### src/tswb_pkg.sv
// Shared types and constants for the timestamped sample window buffer.
// No dependencies; used by every module in src/.
package tswb_pkg;

  localparam int unsigned DEPTH   = 32;
  localparam int unsigned IDX_W   = $clog2(DEPTH);
  localparam int unsigned CNT_W   = $clog2(DEPTH + 1);
  localparam int unsigned TIME_W  = 53;
  localparam int unsigned PAY_W   = 48;
  localparam int unsigned TOL_W   = 10;
  localparam int unsigned QDEPTH  = 2;

  localparam logic [TOL_W-1:0] TOL_RESET = TOL_W'(1);

  localparam logic [1:0] CMD_PUSH  = 2'd0;
  localparam logic [1:0] CMD_QUERY = 2'd1;
  localparam logic [1:0] CMD_PRUNE = 2'd2;

  localparam logic [2:0] ST_OK        = 3'd0;
  localparam logic [2:0] ST_NOT_NEWER = 3'd1;
  localparam logic [2:0] ST_FULL      = 3'd2;
  localparam logic [2:0] ST_BAD_RANGE = 3'd3;
  localparam logic [2:0] ST_EMPTY     = 3'd4;
  localparam logic [2:0] ST_START_UNC = 3'd5;
  localparam logic [2:0] ST_END_UNC   = 3'd6;

  typedef enum logic [1:0] {
    OP_PUSH,
    OP_QUERY,
    OP_PRUNE,
    OP_NOP
  } op_e;

  typedef struct packed {
    logic [1:0]        command;
    logic [TIME_W-1:0] time_value;
    logic [TIME_W-1:0] range_end;
    logic [PAY_W-1:0]  payload;
  } in_req_t;

  typedef struct packed {
    logic [2:0]        status;
    logic              has_sample;
    logic [TIME_W-1:0] sample_time;
    logic [PAY_W-1:0]  sample_payload;
    logic              last;
    logic [5:0]        entry_count;
  } out_req_t;

  typedef struct packed {
    op_e               op;
    logic [TIME_W-1:0] time_value;
    logic [TIME_W-1:0] range_end;
    logic [PAY_W-1:0]  payload;
  } job_t;

endpackage

### src/tswb_front.sv
// Front end: accepts requests, decodes the command, and queues jobs.
// Depends on tswb_pkg.
module tswb_front (
  input  logic             clk_i,
  input  logic             rst_ni,
  input  logic             in_valid_i,
  output logic             in_stall_o,
  input  tswb_pkg::in_req_t in_req_i,
  output logic             job_valid_o,
  input  logic             job_pop_i,
  output tswb_pkg::job_t   job_o
);

  localparam int unsigned PW = $clog2(tswb_pkg::QDEPTH);

  tswb_pkg::job_t       q_mem [tswb_pkg::QDEPTH];
  logic [PW-1:0]        wr_ptr_q, wr_ptr_d, rd_ptr_q, rd_ptr_d;
  logic [PW:0]          cnt_q, cnt_d;
  logic                 push, pop;
  tswb_pkg::job_t       job_in;

  always_comb begin
    job_in.time_value = in_req_i.time_value;
    job_in.range_end  = in_req_i.range_end;
    job_in.payload    = in_req_i.payload;
    case (in_req_i.command)
      tswb_pkg::CMD_PUSH:  job_in.op = tswb_pkg::OP_PUSH;
      tswb_pkg::CMD_QUERY: job_in.op = tswb_pkg::OP_QUERY;
      tswb_pkg::CMD_PRUNE: job_in.op = tswb_pkg::OP_PRUNE;
      default:             job_in.op = tswb_pkg::OP_NOP;
    endcase
  end

  assign in_stall_o  = (cnt_q == (PW+1)'(tswb_pkg::QDEPTH));
  assign job_valid_o = (cnt_q != '0);
  assign job_o       = q_mem[rd_ptr_q];
  assign push        = in_valid_i && !in_stall_o;
  assign pop         = job_pop_i && job_valid_o;

  always_comb begin
    wr_ptr_d = push ? wr_ptr_q + PW'(1) : wr_ptr_q;
    rd_ptr_d = pop  ? rd_ptr_q + PW'(1) : rd_ptr_q;
    cnt_d    = cnt_q + (PW+1)'(push) - (PW+1)'(pop);
  end

  always_ff @(posedge clk_i) begin
    if (push) begin
      q_mem[wr_ptr_q] <= job_in;
    end
  end

  always_ff @(posedge clk_i or negedge rst_ni) begin
    if (!rst_ni) begin
      wr_ptr_q <= '0;
      rd_ptr_q <= '0;
      cnt_q    <= '0;
    end else begin
      wr_ptr_q <= wr_ptr_d;
      rd_ptr_q <= rd_ptr_d;
      cnt_q    <= cnt_d;
    end
  end

endmodule

### src/tswb_back.sv
// Back end: sample store, command sequencer and result register.
// Depends on tswb_pkg.
module tswb_back (
  input  logic                             clk_i,
  input  logic                             rst_ni,
  input  logic [tswb_pkg::TOL_W-1:0]       tol_i,
  input  logic                             job_valid_i,
  output logic                             job_pop_o,
  input  tswb_pkg::job_t                   job_i,
  output logic                             out_valid_o,
  input  logic                             out_stall_i,
  output tswb_pkg::out_req_t               out_req_o
);

  localparam int unsigned IW = tswb_pkg::IDX_W;
  localparam int unsigned CW = tswb_pkg::CNT_W;
  localparam int unsigned TW = tswb_pkg::TIME_W;

  localparam logic [3:0] S_IDLE   = 4'd0;
  localparam logic [3:0] S_DEC    = 4'd1;
  localparam logic [3:0] S_QOLD   = 4'd2;
  localparam logic [3:0] S_SRD    = 4'd3;
  localparam logic [3:0] S_SCHK   = 4'd4;
  localparam logic [3:0] S_ERD    = 4'd5;
  localparam logic [3:0] S_EOUT   = 4'd6;
  localparam logic [3:0] S_PRD    = 4'd7;
  localparam logic [3:0] S_PCHK   = 4'd8;
  localparam logic [3:0] S_RES    = 4'd9;

  logic [TW-1:0]              time_mem [tswb_pkg::DEPTH];
  logic [tswb_pkg::PAY_W-1:0] pay_mem  [tswb_pkg::DEPTH];

  logic [3:0]     state_q, state_d;
  tswb_pkg::job_t job_q, job_d;
  logic [IW-1:0]  head_q, head_d;
  logic [CW-1:0]  count_q, count_d;
  logic [TW-1:0]  newest_q, newest_d;
  logic [CW-1:0]  k_q, k_d;
  logic [CW-1:0]  first_q, first_d;
  logic [2:0]     status_q, status_d;

  logic [TW-1:0]              rtime_q;
  logic [tswb_pkg::PAY_W-1:0] rpay_q;
  logic                       rd_en;
  logic [CW-1:0]              rd_off;
  logic [IW-1:0]              rd_addr, wr_addr;
  logic                       wr_en;

  logic                out_valid_q;
  tswb_pkg::out_req_t  out_q, out_d;
  logic                out_free, out_load;

  logic [TW:0]    start_tol, newest_tol;
  logic           fin;

  function automatic logic [IW-1:0] slot(input logic [IW-1:0] h, input logic [CW-1:0] k);
    logic [CW:0] s;
    s = (CW+1)'(h) + (CW+1)'(k);
    if (s >= (CW+1)'(tswb_pkg::DEPTH)) begin
      s = s - (CW+1)'(tswb_pkg::DEPTH);
    end
    return s[IW-1:0];
  endfunction

  assign out_free   = !out_valid_q || !out_stall_i;
  assign start_tol  = {1'b0, job_q.time_value} + (TW+1)'(tol_i);
  assign newest_tol = {1'b0, newest_q} + (TW+1)'(tol_i);
  assign rd_addr    = slot(head_q, rd_off);
  assign wr_addr    = slot(head_q, count_q);
  assign fin        = (rtime_q >= job_q.range_end) || (k_q + CW'(1) == count_q);

  always_comb begin
    state_d   = state_q;
    job_d     = job_q;
    head_d    = head_q;
    count_d   = count_q;
    newest_d  = newest_q;
    k_d       = k_q;
    first_d   = first_q;
    status_d  = status_q;
    job_pop_o = 1'b0;
    rd_en     = 1'b0;
    rd_off    = k_q;
    wr_en     = 1'b0;
    out_load  = 1'b0;
    out_d     = '0;

    case (state_q)
      S_IDLE: begin
        if (job_valid_i) begin
          job_pop_o = 1'b1;
          job_d     = job_i;
          state_d   = S_DEC;
        end
      end
      S_DEC: begin
        status_d = tswb_pkg::ST_OK;
        state_d  = S_RES;
        case (job_q.op)
          tswb_pkg::OP_PUSH: begin
            if (count_q != '0 && job_q.time_value <= newest_q) begin
              status_d = tswb_pkg::ST_NOT_NEWER;
            end else if (count_q == CW'(tswb_pkg::DEPTH)) begin
              status_d = tswb_pkg::ST_FULL;
            end else begin
              wr_en    = 1'b1;
              newest_d = job_q.time_value;
              count_d  = count_q + CW'(1);
            end
          end
          tswb_pkg::OP_QUERY: begin
            if (job_q.time_value >= job_q.range_end) begin
              status_d = tswb_pkg::ST_BAD_RANGE;
            end else if (count_q == '0) begin
              status_d = tswb_pkg::ST_EMPTY;
            end else begin
              rd_en   = 1'b1;
              rd_off  = '0;
              state_d = S_QOLD;
            end
          end
          tswb_pkg::OP_PRUNE: begin
            if (count_q > CW'(1)) begin
              state_d = S_PRD;
            end
          end
          default: ;
        endcase
      end
      S_QOLD: begin
        if ({1'b0, rtime_q} > start_tol) begin
          status_d = tswb_pkg::ST_START_UNC;
          state_d  = S_RES;
        end else if (newest_tol < {1'b0, job_q.range_end}) begin
          status_d = tswb_pkg::ST_END_UNC;
          state_d  = S_RES;
        end else begin
          k_d     = '0;
          first_d = '0;
          state_d = S_SRD;
        end
      end
      S_SRD: begin
        rd_en   = 1'b1;
        state_d = S_SCHK;
      end
      S_SCHK: begin
        if (rtime_q <= job_q.time_value) begin
          first_d = k_q;
          if (k_q + CW'(1) < count_q) begin
            k_d     = k_q + CW'(1);
            state_d = S_SRD;
          end else begin
            k_d     = k_q;
            state_d = S_ERD;
          end
        end else begin
          k_d     = first_q;
          state_d = S_ERD;
        end
      end
      S_ERD: begin
        rd_en   = 1'b1;
        state_d = S_EOUT;
      end
      S_EOUT: begin
        if (out_free) begin
          out_load             = 1'b1;
          out_d.status         = tswb_pkg::ST_OK;
          out_d.has_sample     = 1'b1;
          out_d.sample_time    = rtime_q;
          out_d.sample_payload = rpay_q;
          out_d.last           = fin;
          out_d.entry_count    = 6'(count_q);
          if (fin) begin
            state_d = S_IDLE;
          end else begin
            k_d     = k_q + CW'(1);
            state_d = S_ERD;
          end
        end
      end
      S_PRD: begin
        rd_en   = 1'b1;
        rd_off  = CW'(1);
        state_d = S_PCHK;
      end
      S_PCHK: begin
        if (rtime_q <= job_q.time_value) begin
          head_d  = slot(head_q, CW'(1));
          count_d = count_q - CW'(1);
          state_d = (count_q > CW'(2)) ? S_PRD : S_RES;
        end else begin
          state_d = S_RES;
        end
      end
      S_RES: begin
        if (out_free) begin
          out_load          = 1'b1;
          out_d.status      = status_q;
          out_d.last        = 1'b1;
          out_d.entry_count = 6'(count_q);
          state_d           = S_IDLE;
        end
      end
      default: state_d = S_IDLE;
    endcase
  end

  // sample store: one write port, one registered read port
  always_ff @(posedge clk_i) begin
    if (wr_en) begin
      time_mem[wr_addr] <= job_q.time_value;
      pay_mem[wr_addr]  <= job_q.payload;
    end
    if (rd_en) begin
      rtime_q <= time_mem[rd_addr];
      rpay_q  <= pay_mem[rd_addr];
    end
  end

  always_ff @(posedge clk_i) begin
    job_q    <= job_d;
    newest_q <= newest_d;
    k_q      <= k_d;
    first_q  <= first_d;
    status_q <= status_d;
    if (out_load) begin
      out_q <= out_d;
    end
  end

  always_ff @(posedge clk_i or negedge rst_ni) begin
    if (!rst_ni) begin
      state_q     <= S_IDLE;
      head_q      <= '0;
      count_q     <= '0;
      out_valid_q <= 1'b0;
    end else begin
      state_q <= state_d;
      head_q  <= head_d;
      count_q <= count_d;
      if (out_load) begin
        out_valid_q <= 1'b1;
      end else if (!out_stall_i) begin
        out_valid_q <= 1'b0;
      end
    end
  end

  assign out_valid_o = out_valid_q;
  assign out_req_o   = out_q;

  a_count_bound: assert property (@(posedge clk_i) disable iff (!rst_ni)
    count_q <= CW'(tswb_pkg::DEPTH))
    else $error("held count exceeds depth");

  a_sample_ok: assert property (@(posedge clk_i) disable iff (!rst_ni)
    out_valid_q && out_q.has_sample |-> out_q.status == tswb_pkg::ST_OK)
    else $error("sample result with failing status");

  a_push_grows: assert property (@(posedge clk_i) disable iff (!rst_ni)
    wr_en |=> count_q == $past(count_q) + CW'(1))
    else $error("accepted push did not grow the store");

  a_one_job: assert property (@(posedge clk_i) disable iff (!rst_ni)
    job_pop_o |-> state_q == S_IDLE)
    else $error("job taken while busy");

endmodule

### src/timestamped_sample_window_buffer_top.sv
// Top level of the timestamped sample window buffer.
// Depends on tswb_pkg, tswb_front and tswb_back.
//
//  channel | direction | handshake                | payload
//  --------+-----------+--------------------------+----------------------
//  in      | input     | in_valid_i / in_stall_o  | in_req_i  (in_req_t)
//  out     | output    | out_valid_o / out_stall_i| out_req_o (out_req_t)
//  cfg     | input     | cfg_we_i                 | cfg_wdata_i (tolerance)
//
// One request is worked at a time. A push, a prune that checks nothing, or
// a query refused on its range or an empty store passes take, decide and
// result; a query refused on coverage also passes the oldest-entry check.
// A prune reads and checks entries one by one; a query checks the oldest
// entry, then scans entries for the start and emits samples one by one,
// each through the single registered read port of the sample store.
// A two-entry job queue lets new requests in while the back end is busy
// or its result register waits on out_stall_i.
// Reset empties the store (no clearing pass) and sets the tolerance to 1.
module timestamped_sample_window_buffer_top (
  input  logic                       clk_i,
  input  logic                       rst_ni,
  input  logic                       in_valid_i,
  output logic                       in_stall_o,
  input  tswb_pkg::in_req_t          in_req_i,
  output logic                       out_valid_o,
  input  logic                       out_stall_i,
  output tswb_pkg::out_req_t         out_req_o,
  input  logic                       cfg_we_i,
  input  logic [tswb_pkg::TOL_W-1:0] cfg_wdata_i
);

  logic [tswb_pkg::TOL_W-1:0] tol_q;
  logic                       job_valid, job_pop;
  tswb_pkg::job_t             job;

  // boundary tolerance register
  always_ff @(posedge clk_i or negedge rst_ni) begin
    if (!rst_ni) begin
      tol_q <= tswb_pkg::TOL_RESET;
    end else if (cfg_we_i) begin
      tol_q <= cfg_wdata_i;
    end
  end

  tswb_front u_front (
    .clk_i       (clk_i),
    .rst_ni      (rst_ni),
    .in_valid_i  (in_valid_i),
    .in_stall_o  (in_stall_o),
    .in_req_i    (in_req_i),
    .job_valid_o (job_valid),
    .job_pop_i   (job_pop),
    .job_o       (job)
  );

  tswb_back u_back (
    .clk_i       (clk_i),
    .rst_ni      (rst_ni),
    .tol_i       (tol_q),
    .job_valid_i (job_valid),
    .job_pop_o   (job_pop),
    .job_i       (job),
    .out_valid_o (out_valid_o),
    .out_stall_i (out_stall_i),
    .out_req_o   (out_req_o)
  );

endmodule
### config.mk
export PLATFORM = sky130hd
export DESIGN_NAME = timestamped_sample_window_buffer_top
export DESIGN_NICKNAME = d
export VERILOG_FILES = /design/src/tswb_pkg.sv /design/src/tswb_front.sv /design/src/tswb_back.sv /design/src/timestamped_sample_window_buffer_top.sv
export SDC_FILE = /design/constraint.sdc
export NUM_CORES = 2
export LEC_CHECK = 0
export ABC_AREA = 1
export BUFFER_PORTS_ARGS = -buffer_cell sky130_fd_sc_hd__buf_2
export CORE_ASPECT_RATIO = 0.5
export CORE_MARGIN = 8
export CORE_UTILIZATION = 38
export CTS_CLUSTER_SIZE = 30
export DETAILED_ROUTE_END_ITERATION = 7
export PLACE_DENSITY = 0.6
export SYNTH_ARGS = -nofsm -noshare
export SYNTH_HDL_FRONTEND = slang
export SYNTH_SLANG_ARGS = --single-unit
### constraint.sdc
create_clock -name clk_i -period 11.4 [get_ports clk_i]
set_clock_uncertainty 0.1 [all_clocks]
set_input_delay 2.28 -clock clk_i [delete_from_list [all_inputs] [get_ports clk_i]]
set_output_delay 2.28 -clock clk_i [all_outputs]
set_load 0.005 [all_outputs]
==> run_results.csv <==
group,metric,value,unit
die,fp.coreArea,0.4330,sq mm
drt,viasPerCell,5.785,
clock_tree,insertion_delay,0.96,ns
timing,worst_pin_slew,1.396,ns
timing,drv_slew,0,
cells_and_area,area_growth,12.05,%
yosys,postSynthCellCount,12300,
timing,fin_crit_sh,0.6495,
critical_path,start_kind,"flip-flop",
critical_path,cp_slowest_cell,"edfxtp_1",
clock_tree,root_buffer,"clkbuf_16",
yosys,synth.largest_area_cell,"edfxtp_1",
run_status,status,"finished, final reports clean",
timing,final-hold-violation-count,0,
global_route,overflow,0,
power,p_leak,61.44,nW
cells_and_area,final_util,0.4267,
clock_tree,h-tree-depth,5,
global_route,grt_pass1_vias,99850,
timing,setup_viol,0,
clock_tree,post_cts_buffers,0,
yosys,synth_commonest_cells,"edfxtp_1, nor2_1, o21ai_0",
clock_tree,clockBufferDepth,4,
yosys,yosysSeqAreaShare,0.7295,
global_route,grt_pass1_wl,730.5,mm
die,dieArea,0.4565,sq mm
yosys,synth_edf_count,3981,
critical_path,critPathRequiredTime,12.09,ns
drt,drc_errors,0,
critical_path,critPathCaptureType,"flip-flop",
yosys,synth.top_cell.area_share,0.7250,
drt,wire_per_inst,28.00,um
placed_design,dp_hpwl,266.4,mm
clock_tree,clk_pin_slew_worst_paths,0.07,ns
placed_design,pre_cts_slack,4.207,ns
die,die_x,947.6,um
die,io_pins,285,
die,start_util,0.3808,
power,ir_drop,0.0004916,V
timing,rsz0062_at_grt,"no",
placed_design,gp_congestion,0.8904,
flow_run,cap_violations,0,
global_route,grtUsageTotal,0.2172,
critical_path,slowest_delay,1.28,ns
yosys,synthFlopType,"edfxtp_1",
cells_and_area,multiInputGateArea,0.03963,sq mm
timing,fin_crit,7.405,ns
yosys,syn_area_per_cell,13.41,sq um
yosys,synthTopCellsByArea,"edfxtp_1, o21ai_0, nor2_1",
yosys,ys_types,54,
critical_path,crit_top_cell,"nand2_1",
critical_path,worstSetupPathType,"reg -> reg",
power,power.density,332.2,mW/mm^2
global_route,antenna_found_initial,53,
drt,dr.pass1.iters,8,
critical_path,crit_arrival,8.10,ns
drt,drt_wl_total,518.9,mm
drt,routed-via-count,107200,
die,die_y,481.8,um
cells_and_area,drive_gt1_frac,0.1012,
timing,fin_ws,3.995,ns
cells_and_area,nNetsFinal,12950,
cells_and_area,seqCellArea,0.1203,sq mm
yosys,async_flop_share,0.007479,
critical_path,cp_max_fo,144,
yosys,ys_warn_count,0,
yosys,synth_area,0.1649,sq mm
yosys,synth-seq-cells,4011,
critical_path,path_cells,"ha_1 -> nand2_1 -> nor2_1 -> nand2_1 -> nor2_1 -> nand3_1 -> nand2_1 -> nor2_1 -> nand3_2 -> nor2_2 -> nand2_4 -> nand2_1 -> nand2_1 -> ha_4 -> buf_12 -> buf_4 -> buf_4 -> o21ai_0 -> o221ai_1 -> o21ai_0 -> o21ai_1 -> nand3_1 -> nand2_1",
timing,fmax,0.1350,GHz
cells_and_area,fillCellCount,39080,
drt,initialDrtViolationCount,15100,
global_route,grt_max_degree,212,
drt,antenna_left,0,
timing,setup_tns,0,ns
clock_tree,cts_sinks,4011,
clock_tree,hold_buffers,0,
timing,maxSlewHeadroom,0.06925,
yosys,synth.most_common_cell,"edfxtp_1",
min_path,min_path_type,"reg -> reg",
placed_design,portBuffers,284,
clock_tree,numCtsBuffers,379,
die,rows,171,
yosys,synthesis.nets,12840,
clock_tree,ctsResizeCount,0,
clock_tree,tritoncts,"done",
metal layers:
layer / GRT usage / part of all wire
met4: 0.05940 / 0.029
met1: 0.3180 / 0.43
met5: 0 / 0.00028
met3: 0.03810 / 0.096
met2: 0.3327 / 0.44
worst max-delay path: cells and delay by family, from the launching register on:
kind	cells	cell delay, ns
AND/OR/NAND/NOR	14	1.71
AO/OA/AOI/OAI	4	0.80
adder cells (fa/ha/maj)	2	1.12
flip-flops	1	1.28
buffers and inverters	3	1.85
logic make-up (layout without fill, tap and decap cells):
logic type	after synthesis	count (layout)	share of synthesized area
buf+inv	1231	1651	0.03231
compound gates	3213	3213	0.1134
flops	4011	4011	0.7295
fa+ha+maj	366	366	0.02795
mux	166	166	0.01134
other cells	0	17	0
xor+xnor	125	125	0.006640
simple gates	3187	3187	0.07878
sequential cells by signal (all words and copies together), names as in the netlist:
register / cells
u_back.out_req_o: 112
tol_q: 10
u_back.state_q: 4
u_back.status_q: 3
u_back.count_q: 6
u_back.rpay_q: 48
u_back.rtime_q: 53
u_back.newest_q: 53
u_back.first_q: 6
u_front.rd_ptr_q: 1
u_front.q_mem: 312
u_back.head_q: 5
u_front.cnt_q: 2
u_back.time_mem: 1696
u_back.out_valid_o: 1
u_back.pay_mem: 1536
u_back.k_q: 6
u_front.wr_ptr_q: 1
u_back.job_q: 156
final cells by class:
cell class                 instances  share of cell area
multi-input combinational       7057              0.2145
clock inverter                   228             0.01102
clock buffer                     456             0.05416
sequential                      4011              0.6511
tap                             5795             0.03924
antenna                           17           0.0002302
timing repair buffer             487             0.01973
inverter                         480            0.009989
stage by stage:
step	total power (W)	hold slack, ns	area, sq um	std cells
6_report	0.06137	0.4391	184800	18530
5_1_grt	0.06486	0.4573	184700	18520
4_1_cts	0.06132	0.4359	184700	18510
3_5_place_dp	0.04877	0.4168	172700	17830
3_3_place_gp	0.04835	0.3984	172700	17830
2_1_floorplan	0.03940	0.3817	164900	12300
power by group:
part / total (W) / internal, W / leakage, nW / switching, W
Combinational: 0.0282 / 0.00824 / 19.2 / 0.0199
Sequential: 0.0206 / 0.0192 / 36.4 / 0.00145
Clock: 0.0126 / 0.00703 / 5.90 / 0.00557
path summary, 6_finish.rpt:
path | start | endpoint | slack [ns] | depth (start not counted)
min in group asynchronous | rst_ni | tol_q[2] | 1.38 | 1
worst min register to register | u_front.q_mem[0][136] | u_back.job_q[136] | 0.44 | 1
max in group asynchronous | rst_ni | u_front.rd_ptr_q | 9.16 | 1
worst max-delay path | u_back.job_q[123] | u_back.rpay_q[2] | 4.00 | 23
worst max register to register | u_back.job_q[123] | u_back.rpay_q[2] | 4.00 | 23
worst min-delay path | u_front.q_mem[0][136] | u_back.job_q[136] | 0.44 | 1
layout by cell type (no fill, tap or decap), types with 147 or more instances in the layout:
master,n
edfxtp_1,3981
ha_1,361
buf_4,147
a21oi_1,362
o221ai_1,393
nand2_1,805
nor2_1,1779
o22ai_1,337
nand3_1,357
mux2_2,166
o21ai_0,1666
buf_2,284
o21ai_1,221
inv_1,470
clkbuf_16,390
Note: power is estimated with default switching activity, not from simulation.
